--- config.mk ---
export PLATFORM = sky130hd
export DESIGN_NAME = touch_backlight_gesture_flat
export DESIGN_NICKNAME = d
export VERILOG_FILES = /design/src/rtl/core/tbg_pkg.sv /design/src/rtl/core/tbg_ifs.sv /design/src/rtl/core/tbg_step.sv /design/src/rtl/core/touch_backlight_gesture.sv /design/src/flat_wrapper.sv
export SDC_FILE = /design/constraint.sdc
export NUM_CORES = 1
export LEC_CHECK = 0
export BUFFER_PORTS_ARGS = -buffer_cell sky130_fd_sc_hd__buf_2
export CELL_PAD_IN_SITES_DETAIL_PLACEMENT = 2
export CELL_PAD_IN_SITES_GLOBAL_PLACEMENT = 2
export CORE_ASPECT_RATIO = 2
export CORE_MARGIN = 2
export CORE_UTILIZATION = 42
export CTS_CLUSTER_DIAMETER = 200
export DETAILED_ROUTE_END_ITERATION = 6
export GPL_TIMING_DRIVEN = 0
export HOLD_SLACK_MARGIN = 0.03
export PLACE_DENSITY = 0.93
export SKIP_CTS_REPAIR_TIMING = 1
export SLEW_MARGIN = 15
export SYNTH_ARGS = -nofsm -noshare
export SYNTH_HDL_FRONTEND = slang
export SYNTH_SLANG_ARGS = --single-unit
--- constraint.sdc ---
create_clock -name clk -period 30 [get_ports clk]
set_input_delay 9 -clock clk [delete_from_list [all_inputs] [get_ports clk]]
set_output_delay 9 -clock clk [all_outputs]
set_load 0.01 [all_outputs]
--- src/rtl/core/tbg_pkg.sv ---
// ============================================================================
// tbg_pkg: shared types and constants of the touch backlight gesture block
// Holds the register map, the reset values and the item and state structs.
// ============================================================================
`default_nettype none

package tbg_pkg;

  // Timestamps are kept and compared modulo 2^TIME_BITS.
  localparam int unsigned TIME_BITS = 32;
  localparam int unsigned NOW_W     = 32;
  localparam int unsigned Y_W       = 9;
  localparam int unsigned LEVEL_W   = 8;
  localparam int unsigned GAIN_W    = 10;
  localparam int unsigned CFG_IDX_W = 8;
  localparam int unsigned CFG_DAT_W = 16;

  typedef logic [TIME_BITS-1:0] time_t;
  typedef logic [LEVEL_W-1:0]   level_t;

  localparam level_t LEVEL_FULL  = 8'd255;
  localparam level_t LEVEL_RESET = 8'd200;
  localparam level_t LEVEL_ZERO  = 8'd0;

  // Configuration register indexes.
  localparam logic [CFG_IDX_W-1:0] REG_DOUBLE_TAP = 8'd0;
  localparam logic [CFG_IDX_W-1:0] REG_LONG_PRESS = 8'd1;
  localparam logic [CFG_IDX_W-1:0] REG_SWIPE_GAIN = 8'd2;
  localparam logic [CFG_IDX_W-1:0] REG_HOLD_STEP  = 8'd3;

  localparam logic [15:0]       RST_DOUBLE_TAP = 16'd300;
  localparam logic [15:0]       RST_LONG_PRESS = 16'd600;
  localparam logic [GAIN_W-1:0] RST_SWIPE_GAIN = 10'd123;
  localparam level_t            RST_HOLD_STEP  = 8'd2;

  typedef struct packed {
    logic [15:0]       double_tap_window_ms;
    logic [15:0]       long_press_ms;
    logic [GAIN_W-1:0] swipe_gain_q10;
    level_t            hold_dim_step;
  } tbg_cfg_t;

  typedef struct packed {
    logic           touch_present;
    logic [Y_W-1:0] touch_y;
    logic [NOW_W-1:0] now_ms;
  } tbg_in_t;

  typedef struct packed {
    level_t level;
    logic   level_written;
    logic   long_press_active;
    logic   hold_step_taken;
  } tbg_out_t;

  typedef struct packed {
    level_t         level;
    logic           touch_active;
    logic           long_press;
    logic [Y_W-1:0] prev_y;
    time_t          last_start;
    time_t          press_start;
  } tbg_state_t;

endpackage

`default_nettype wire

--- src/rtl/core/tbg_ifs.sv ---
// ============================================================================
// tbg_ifs: handshake channels of the touch backlight gesture block
// Poll input channel, result channel and register write channel.
// ============================================================================
`default_nettype none

interface tbg_in_if import tbg_pkg::*; ();
  logic             valid;
  logic             ready;
  logic             touch_present;
  logic [Y_W-1:0]   touch_y;
  logic [NOW_W-1:0] now_ms;

  modport source (output valid, touch_present, touch_y, now_ms, input ready);
  modport sink   (input valid, touch_present, touch_y, now_ms, output ready);
endinterface

interface tbg_out_if import tbg_pkg::*; ();
  logic   valid;
  logic   ready;
  level_t level;
  logic   level_written;
  logic   long_press_active;
  logic   hold_step_taken;

  modport source (output valid, level, level_written, long_press_active,
                  hold_step_taken, input ready);
  modport sink   (input valid, level, level_written, long_press_active,
                  hold_step_taken, output ready);
endinterface

interface tbg_cfg_if import tbg_pkg::*; ();
  logic                 valid;
  logic                 ready;
  logic [CFG_IDX_W-1:0] index;
  logic [CFG_DAT_W-1:0] data;

  modport source (output valid, index, data, input ready);
  modport sink   (input valid, index, data, output ready);
endinterface

`default_nettype wire

--- src/rtl/core/tbg_step.sv ---
// ============================================================================
// tbg_step: one poll of the gesture state machine
// Computes the next state and the result item from the current state.
// ============================================================================
`default_nettype none

module tbg_step import tbg_pkg::*; (
  input  wire tbg_cfg_t   cfg,
  input  wire tbg_state_t cur,
  input  wire tbg_in_t    item,
  output tbg_state_t      nxt,
  output tbg_out_t        res
);

  logic               start;
  time_t              now_t;
  logic               dtap;
  level_t             lvl_a;
  logic               flag_a;
  logic [Y_W-1:0]     prev_a;
  time_t              press_a;
  logic signed [10:0] dy;
  logic signed [21:0] prod;
  logic signed [21:0] sum;
  logic [10:0]        quo;
  level_t             lvl_b;
  logic               flag_b;
  logic               hold;
  level_t             lvl_c;

  assign now_t   = TIME_BITS'(item.now_ms);
  assign start   = !cur.touch_active;
  assign dtap    = (time_t'(now_t - cur.last_start) < TIME_BITS'(cfg.double_tap_window_ms));
  assign lvl_a   = (start && dtap) ? LEVEL_FULL : cur.level;
  assign flag_a  = start ? 1'b0 : cur.long_press;
  assign prev_a  = start ? item.touch_y : cur.prev_y;
  assign press_a = start ? now_t : cur.press_start;

  // Swipe: level*1024 + dy*gain, floored by the shift and clamped to 0..255.
  assign dy   = $signed({2'b00, prev_a}) - $signed({2'b00, item.touch_y});
  assign prod = $signed({{11{dy[10]}}, dy}) * $signed({12'b0, cfg.swipe_gain_q10});
  assign sum  = $signed({4'b0000, lvl_a, 10'b0}) + prod;
  assign quo  = sum[20:10];

  always_comb begin
    if (flag_a) begin
      lvl_b = lvl_a;
    end else if (sum[21]) begin
      lvl_b = LEVEL_ZERO;
    end else if (quo > 11'(LEVEL_FULL)) begin
      lvl_b = LEVEL_FULL;
    end else begin
      lvl_b = quo[LEVEL_W-1:0];
    end
  end

  assign flag_b = flag_a ||
                  (time_t'(now_t - press_a) > TIME_BITS'(cfg.long_press_ms));
  assign hold   = flag_b && (lvl_b != LEVEL_ZERO);
  assign lvl_c  = !hold ? lvl_b :
                  (lvl_b > cfg.hold_dim_step) ? lvl_b - cfg.hold_dim_step : LEVEL_ZERO;

  always_comb begin
    nxt = cur;
    res = '0;
    if (item.touch_present) begin
      nxt.level        = lvl_c;
      nxt.touch_active = 1'b1;
      nxt.long_press   = flag_b;
      nxt.prev_y       = flag_a ? prev_a : item.touch_y;
      nxt.press_start  = press_a;
      nxt.last_start   = start ? now_t : cur.last_start;
      res.level             = lvl_c;
      res.level_written     = (start && dtap) || !flag_a || hold;
      res.long_press_active = flag_b;
      res.hold_step_taken   = hold;
    end else begin
      nxt.touch_active = 1'b0;
      nxt.prev_y       = '0;
      res.level        = cur.level;
    end
  end

endmodule

`default_nettype wire

--- src/rtl/core/touch_backlight_gesture.sv ---
// ============================================================================
// touch_backlight_gesture: backlight level control from touch panel polls
// Double tap, swipe and long-press dimming on a stream of poll items.
// ============================================================================
//
// Usage. Each item on in_chan is one poll of the touch panel: a touch flag,
// the vertical coordinate and a free-running millisecond time. For every
// accepted item exactly one result item leaves on out_chan with the new
// backlight level and three flags: level written, long press active and
// hold step taken. Registers are written on cfg_chan, which is always ready;
// writes to indexes above the four defined registers are dropped. Write the
// registers only while no poll is in flight.
//
// Flow. An accepted item sits in the input register while the gesture logic
// (one small multiplier, compares and a clamp) computes the next state, and
// moves to the result register at the next edge when that register is free;
// out_chan.valid is driven by the result register. One item is taken every
// cycle while the receiver keeps taking results.
//
// Stalls and reset. A result held by a stalled receiver does not block the
// input: one more item is still taken into the input register, after which
// in_chan.ready drops until the result is taken. Synchronous reset empties
// both registers, loads the register reset values and sets the level to 200.
// ============================================================================
`default_nettype none

module touch_backlight_gesture import tbg_pkg::*; (
  input wire         clk,
  input wire         rst_n,
  tbg_in_if.sink     in_chan,
  tbg_out_if.source  out_chan,
  tbg_cfg_if.sink    cfg_chan
);

  tbg_cfg_t   cfg_r;
  tbg_state_t state_r;
  tbg_state_t state_nxt;
  tbg_in_t    in_item_r;
  logic       in_vld_r;
  tbg_out_t   out_r;
  tbg_out_t   out_nxt;
  logic       out_vld_r;
  logic       adv;
  logic       in_take;

  // The input register advances when the result register is empty or drains.
  assign adv     = in_vld_r && (!out_vld_r || out_chan.ready);
  assign in_chan.ready = !in_vld_r || adv;
  assign in_take = in_chan.valid && in_chan.ready;
  assign cfg_chan.ready = 1'b1;

  always_ff @(posedge clk) begin
    if (!rst_n) begin
      cfg_r.double_tap_window_ms <= RST_DOUBLE_TAP;
      cfg_r.long_press_ms        <= RST_LONG_PRESS;
      cfg_r.swipe_gain_q10       <= RST_SWIPE_GAIN;
      cfg_r.hold_dim_step        <= RST_HOLD_STEP;
    end else if (cfg_chan.valid) begin
      unique case (cfg_chan.index)
        REG_DOUBLE_TAP: cfg_r.double_tap_window_ms <= cfg_chan.data;
        REG_LONG_PRESS: cfg_r.long_press_ms        <= cfg_chan.data;
        REG_SWIPE_GAIN: cfg_r.swipe_gain_q10       <= cfg_chan.data[GAIN_W-1:0];
        REG_HOLD_STEP:  cfg_r.hold_dim_step        <= cfg_chan.data[LEVEL_W-1:0];
        default: begin
        end
      endcase
    end
  end

  // Input register.
  always_ff @(posedge clk) begin
    if (!rst_n) begin
      in_vld_r <= 1'b0;
    end else if (in_take) begin
      in_vld_r <= 1'b1;
    end else if (adv) begin
      in_vld_r <= 1'b0;
    end
  end

  always_ff @(posedge clk) begin
    if (in_take) begin
      in_item_r.touch_present <= in_chan.touch_present;
      in_item_r.touch_y       <= in_chan.touch_y;
      in_item_r.now_ms        <= in_chan.now_ms;
    end
  end

  tbg_step u_step (
    .cfg  (cfg_r),
    .cur  (state_r),
    .item (in_item_r),
    .nxt  (state_nxt),
    .res  (out_nxt)
  );

  // Gesture state only moves when an item passes to the result register.
  always_ff @(posedge clk) begin
    if (!rst_n) begin
      state_r.level        <= LEVEL_RESET;
      state_r.touch_active <= 1'b0;
      state_r.long_press   <= 1'b0;
      state_r.prev_y       <= '0;
      state_r.last_start   <= '0;
      state_r.press_start  <= '0;
    end else if (adv) begin
      state_r <= state_nxt;
    end
  end

  // Result register.
  always_ff @(posedge clk) begin
    if (!rst_n) begin
      out_vld_r <= 1'b0;
    end else if (adv) begin
      out_vld_r <= 1'b1;
    end else if (out_chan.ready) begin
      out_vld_r <= 1'b0;
    end
  end

  always_ff @(posedge clk) begin
    if (adv) begin
      out_r <= out_nxt;
    end
  end

  assign out_chan.valid             = out_vld_r;
  assign out_chan.level             = out_r.level;
  assign out_chan.level_written     = out_r.level_written;
  assign out_chan.long_press_active = out_r.long_press_active;
  assign out_chan.hold_step_taken   = out_r.hold_step_taken;

  // A hold step always pushes the level and only happens in long press.
  a_step_written: assert property (@(posedge clk) disable iff (!rst_n)
    out_vld_r && out_r.hold_step_taken |-> out_r.level_written && out_r.long_press_active)
    else $error("hold step without level write or long press");

  // An item leaving the input register shows up as a result next cycle.
  a_adv_result: assert property (@(posedge clk) disable iff (!rst_n)
    adv |=> out_vld_r)
    else $error("advanced item did not reach result register");

  // Gesture state holds while no item advances.
  a_state_hold: assert property (@(posedge clk) disable iff (!rst_n)
    !adv |=> $stable(state_r))
    else $error("gesture state changed without an item");

  // Both registers full and the receiver stalled: no further item is taken.
  a_full_stall: assert property (@(posedge clk) disable iff (!rst_n)
    in_vld_r && out_vld_r && !out_chan.ready |-> !in_chan.ready)
    else $error("item accepted while both registers full and stalled");

endmodule

`default_nettype wire
--- src/flat_wrapper.sv ---
// flat-port wrapper written by rule: the top's interface ports become plain ports
module touch_backlight_gesture_flat import tbg_pkg::*;
  (clk, rst_n, in_chan_valid, in_chan_touch_present, in_chan_touch_y, in_chan_now_ms, in_chan_ready, out_chan_valid, out_chan_level, out_chan_level_written, out_chan_long_press_active, out_chan_hold_step_taken, out_chan_ready, cfg_chan_valid, cfg_chan_index, cfg_chan_data, cfg_chan_ready);
  tbg_in_if in_chan_i ();
  tbg_out_if out_chan_i ();
  tbg_cfg_if cfg_chan_i ();
  input wire clk;
  input wire rst_n;
  input wire logic [$bits(in_chan_i.valid)-1:0] in_chan_valid;
  input wire logic [$bits(in_chan_i.touch_present)-1:0] in_chan_touch_present;
  input wire logic [$bits(in_chan_i.touch_y)-1:0] in_chan_touch_y;
  input wire logic [$bits(in_chan_i.now_ms)-1:0] in_chan_now_ms;
  output wire logic [$bits(in_chan_i.ready)-1:0] in_chan_ready;
  output wire logic [$bits(out_chan_i.valid)-1:0] out_chan_valid;
  output wire logic [$bits(out_chan_i.level)-1:0] out_chan_level;
  output wire logic [$bits(out_chan_i.level_written)-1:0] out_chan_level_written;
  output wire logic [$bits(out_chan_i.long_press_active)-1:0] out_chan_long_press_active;
  output wire logic [$bits(out_chan_i.hold_step_taken)-1:0] out_chan_hold_step_taken;
  input wire logic [$bits(out_chan_i.ready)-1:0] out_chan_ready;
  input wire logic [$bits(cfg_chan_i.valid)-1:0] cfg_chan_valid;
  input wire logic [$bits(cfg_chan_i.index)-1:0] cfg_chan_index;
  input wire logic [$bits(cfg_chan_i.data)-1:0] cfg_chan_data;
  output wire logic [$bits(cfg_chan_i.ready)-1:0] cfg_chan_ready;
  assign in_chan_i.valid = in_chan_valid;
  assign in_chan_i.touch_present = in_chan_touch_present;
  assign in_chan_i.touch_y = in_chan_touch_y;
  assign in_chan_i.now_ms = in_chan_now_ms;
  assign in_chan_ready = in_chan_i.ready;
  assign out_chan_valid = out_chan_i.valid;
  assign out_chan_level = out_chan_i.level;
  assign out_chan_level_written = out_chan_i.level_written;
  assign out_chan_long_press_active = out_chan_i.long_press_active;
  assign out_chan_hold_step_taken = out_chan_i.hold_step_taken;
  assign out_chan_i.ready = out_chan_ready;
  assign cfg_chan_i.valid = cfg_chan_valid;
  assign cfg_chan_i.index = cfg_chan_index;
  assign cfg_chan_i.data = cfg_chan_data;
  assign cfg_chan_ready = cfg_chan_i.ready;
  touch_backlight_gesture u_core (.clk(clk), .rst_n(rst_n), .in_chan(in_chan_i), .out_chan(out_chan_i), .cfg_chan(cfg_chan_i));
endmodule
==> impl_metrics.json <==
{
  "dieHeight_um": 285,
  "cts_tree": "yes",
  "cp_cell_sequence": "buf_2, nor2b_1, nand2_1, buf_2",
  "slowest_delay_ns": 0.26,
  "cts_sinks": 188,
  "hpwl_mm": 58.9,
  "overflow": 0,
  "firstDrtPassIters": 5,
  "tightestPinTransition_ns": 1.32,
  "fp.dieArea_um2": 41300,
  "grt_pass1_vias": 18660,
  "crit_fanout": 4,
  "netlist_area_um2": 16600,
  "peakVddDrop_uv": 98.0,
  "crit_top_cell": "buf_2",
  "htree_num_levels": 4,
  "design.portCount": 85,
  "worstSetupStartpoint": "out_chan_ready",
  "synth_fp_nets": 2273,
  "via_count": 15746,
  "finalNetCount": 2377,
  "fmax_mhz": 53.6,
  "post-route-period-util_pct": 62.2,
  "drt-wirelength-per-cell_um": 27.8,
  "rsz0062_at_grt": "false",
  "startpoint_type": "input pin",
  "postPlaceCellArea_um2": 17800,
  "timing.setup.tns_ns": 0,
  "r2r_slack_ns": 15.02,
  "crit_required_ns": 21.00,
  "status": "finished clean",
  "port_buffers": 83,
  "syn_to_final_growth_pct": 10.4,
  "grt_first_pass_wirelength_mm": 109,
  "async_reset_ff_share_pct": 0,
  "clk_pin_slew_ns": 0.07,
  "postSynthCellCount": 1957,
  "coreArea_um2": 39300,
  "whs_ns": 0.471,
  "holdPathStages": 2,
  "endpoint": "in_chan_ready",
  "row_count": 103,
  "synth.area.top_cells": "dfxtp_1 (16%), ha_1 (13%), edfxtp_1 (9.6%)",
  "grtUsageTotal_pct": 35.8,
  "maxSlewHeadroom_pct": 11.8,
  "ant_nets": 0,
  "r2r-start": "u_core.state_r[74]",
  "die_x_um": 145,
  "synth_top_area_cell": "dfxtp_1",
  "yosysTopAreaCellShare_pct": 16.2,
  "worstRegToRegCells": 47,
  "critPathKind": "in -> out",
  "r2r-end": "u_core.out_chan.level[4]",
  "yosysWarningCount": 0,
  "cp_num_buf_inv": 2,
  "antenna_found_initial": 1,
  "path_depth": 4,
  "ys_ff_latch": 188,
  "power_density_nw_per_um2": 102,
  "p_leak_nw": 7.82,
  "hold_path_class": "reg -> reg",
  "cts_made_buffers": 17,
  "synth-edff-count": 53,
  "grt_max_degree": 31,
  "slowest_stage": "nor2b_1",
  "diodes": 0,
  "finalHoldViolations": 0,
  "fin_skew_ns": 0.0112,
  "place_congestion": 0.927,
  "via_per_inst": 6.06,
  "wl_mm": 72.2,
  "fin_area_um2": 18400,
  "drt_iter0_drc": 771,
  "arrival_ns": 9.66,
  "ys_seq_area_share_pct": 25.8,
  "timing.final.crit_period_ns": 18.66,
  "clock_path_buffers": 2,
  "drive_gt1_share_pct": 7.81,
  "clk_latency_ns": 0.48,
  "drv_cap": 0,
  "slew_viol_final": 0,
  "synth_area_per_cell_um2": 8.50,
  "ys_dominant_reg_cell": "dfxtp_1",
  "setup_violations": 0,
  "synthDistinctLibCells": 78,
  "initial_core_util_pct": 42.3,
  "drc_errors": 0,
  "cp-end-kind": "output port",
  "crit_family": "simple AND/OR/NAND/NOR gates",
  "cts-root-buf": "clkbuf_16"
}
## per-stage QoR
step	std cells	utilization, %	setup slack (ns)	power (mW)
2_1_floorplan	1957	-	11.70	1.12
3_3_place_gp	2565	45.0	11.46	1.42
3_5_place_dp	2567	45.2	11.37	1.59
4_1_cts	2599	46.7	11.33	1.84
5_1_grt	2599	46.7	11.29	2.04
6_report	2599	46.7	11.34	1.88
## registers in the layout (all words and copies together) (netlist names)
signal                             flops
u_core.state_r                        83
u_core.in_vld_r                        1
u_core.cfg_r                          50
u_core.out_chan.long_press_active      1
u_core.out_chan.valid                  1
u_core.out_chan.hold_step_taken        1
u_core.in_item_r                      42
u_core.out_chan.level_written          1
u_core.out_chan.level                  8
## worst reg2reg max path, delay by kind of cell (launching register included)
family / cells / cell delay, ns
adder cells (fa/ha/maj): 10 / 4.75
AO/OA/AOI/OAI: 16 / 4.45
AND/OR/NAND/NOR: 9 / 2.29
buffers and inverters: 10 / 2.14
multiplexers: 1 / 0.45
flip-flops: 1 / 0.36
XOR/XNOR: 1 / 0.35
## where the power goes
part	leakage (nW)	total (mW)	switching (mW)	internal [mW]
clock	0.287	0.238	0.113	0.125
combinational	5.93	1.36	0.885	0.472
sequential	1.61	0.283	0.00982	0.273
total	7.82	1.88	1.01	0.870
## layout make-up
class,count,area (um2)
timing repair buffer,85,445
sequential,188,4290
buffer,86,334
clock inverter,14,159
inverter,220,826
multi-input combinational,1463,11200
fill,4390,20900
clock buffer,18,429
tap,525,657
## layer usage
metal	GRT usage, %	routed length, um	share of wire, %	up-vias
met3	6.76	2500	3.5	380
met4	36.7	8640	12	2
met5	0	13	0.018	-
met2	67.3	39300	55	512
met1	28.8	21700	30	7834
li1	-	-	-	7018
## worst min path at each step
stage | startpoint | endpoint | slack (ns)
2_1_floorplan | u_core.state_r[24] | u_core.state_r[24] | 0.44
3_3_place_gp | u_core.state_r[16] | u_core.state_r[16] | 0.45
3_5_place_dp | u_core.state_r[51] | u_core.state_r[51] | 0.46
4_1_cts | u_core.state_r[10] | u_core.state_r[10] | 0.47
5_1_grt | u_core.state_r[29] | u_core.state_r[29] | 0.49
6_report | u_core.state_r[10] | u_core.state_r[10] | 0.47
## cells in the final DEF, fill, tap and decap left out, types with 34 or more instances in the layout
cell type,count
clkbuf_1,79
a21o_1,34
nand2_1,261
a21boi_0,80
dfxtp_1,135
o21ai_0,71
and2_1,45
mux2i_1,83
nor2b_1,71
ha_1,171
inv_1,219
nor2_1,63
a21oi_1,92
buf_2,88
edfxtp_1,53
fa_1,74
## Yosys cell counts (8+ instances only)
cell type,count
nor2b_1,71
fa_1,74
nor4_1,11
nand3_1,32
edfxtp_1,53
or2_2,17
a2111oi_0,9
inv_1,219
a211oi_1,18
o21ai_0,71
or3_1,11
a22oi_1,11
and3_1,11
ha_1,171
o221ai_1,9
o211ai_1,21
o31ai_1,9
nand4_1,29
a21oi_1,92
a21o_1,34
a211o_1,11
and2_1,46
xnor2_1,31
nor2_1,63
xor2_1,20
o21a_1,22
and4_1,8
a21boi_0,80
dfxtp_1,135
a31oi_1,12
nand2_1,261
clkbuf_1,79
nand2b_1,15
mux2i_1,83
nor3_1,25
## cell families after synthesis
kind of cell	after synthesis	synth area share, %
AO/OA/AOI/OAI	462	19.3
XOR/XNOR	51	2.69
adder cells (fa/ha/maj)	245	21.8
buffers and inverters	306	6.96
flip-flops	188	25.8
multiplexers	84	5.06
other	1	0.0225
AND/OR/NAND/NOR	620	18.4
No activity file was read; power rests on OpenSTA's default activity.
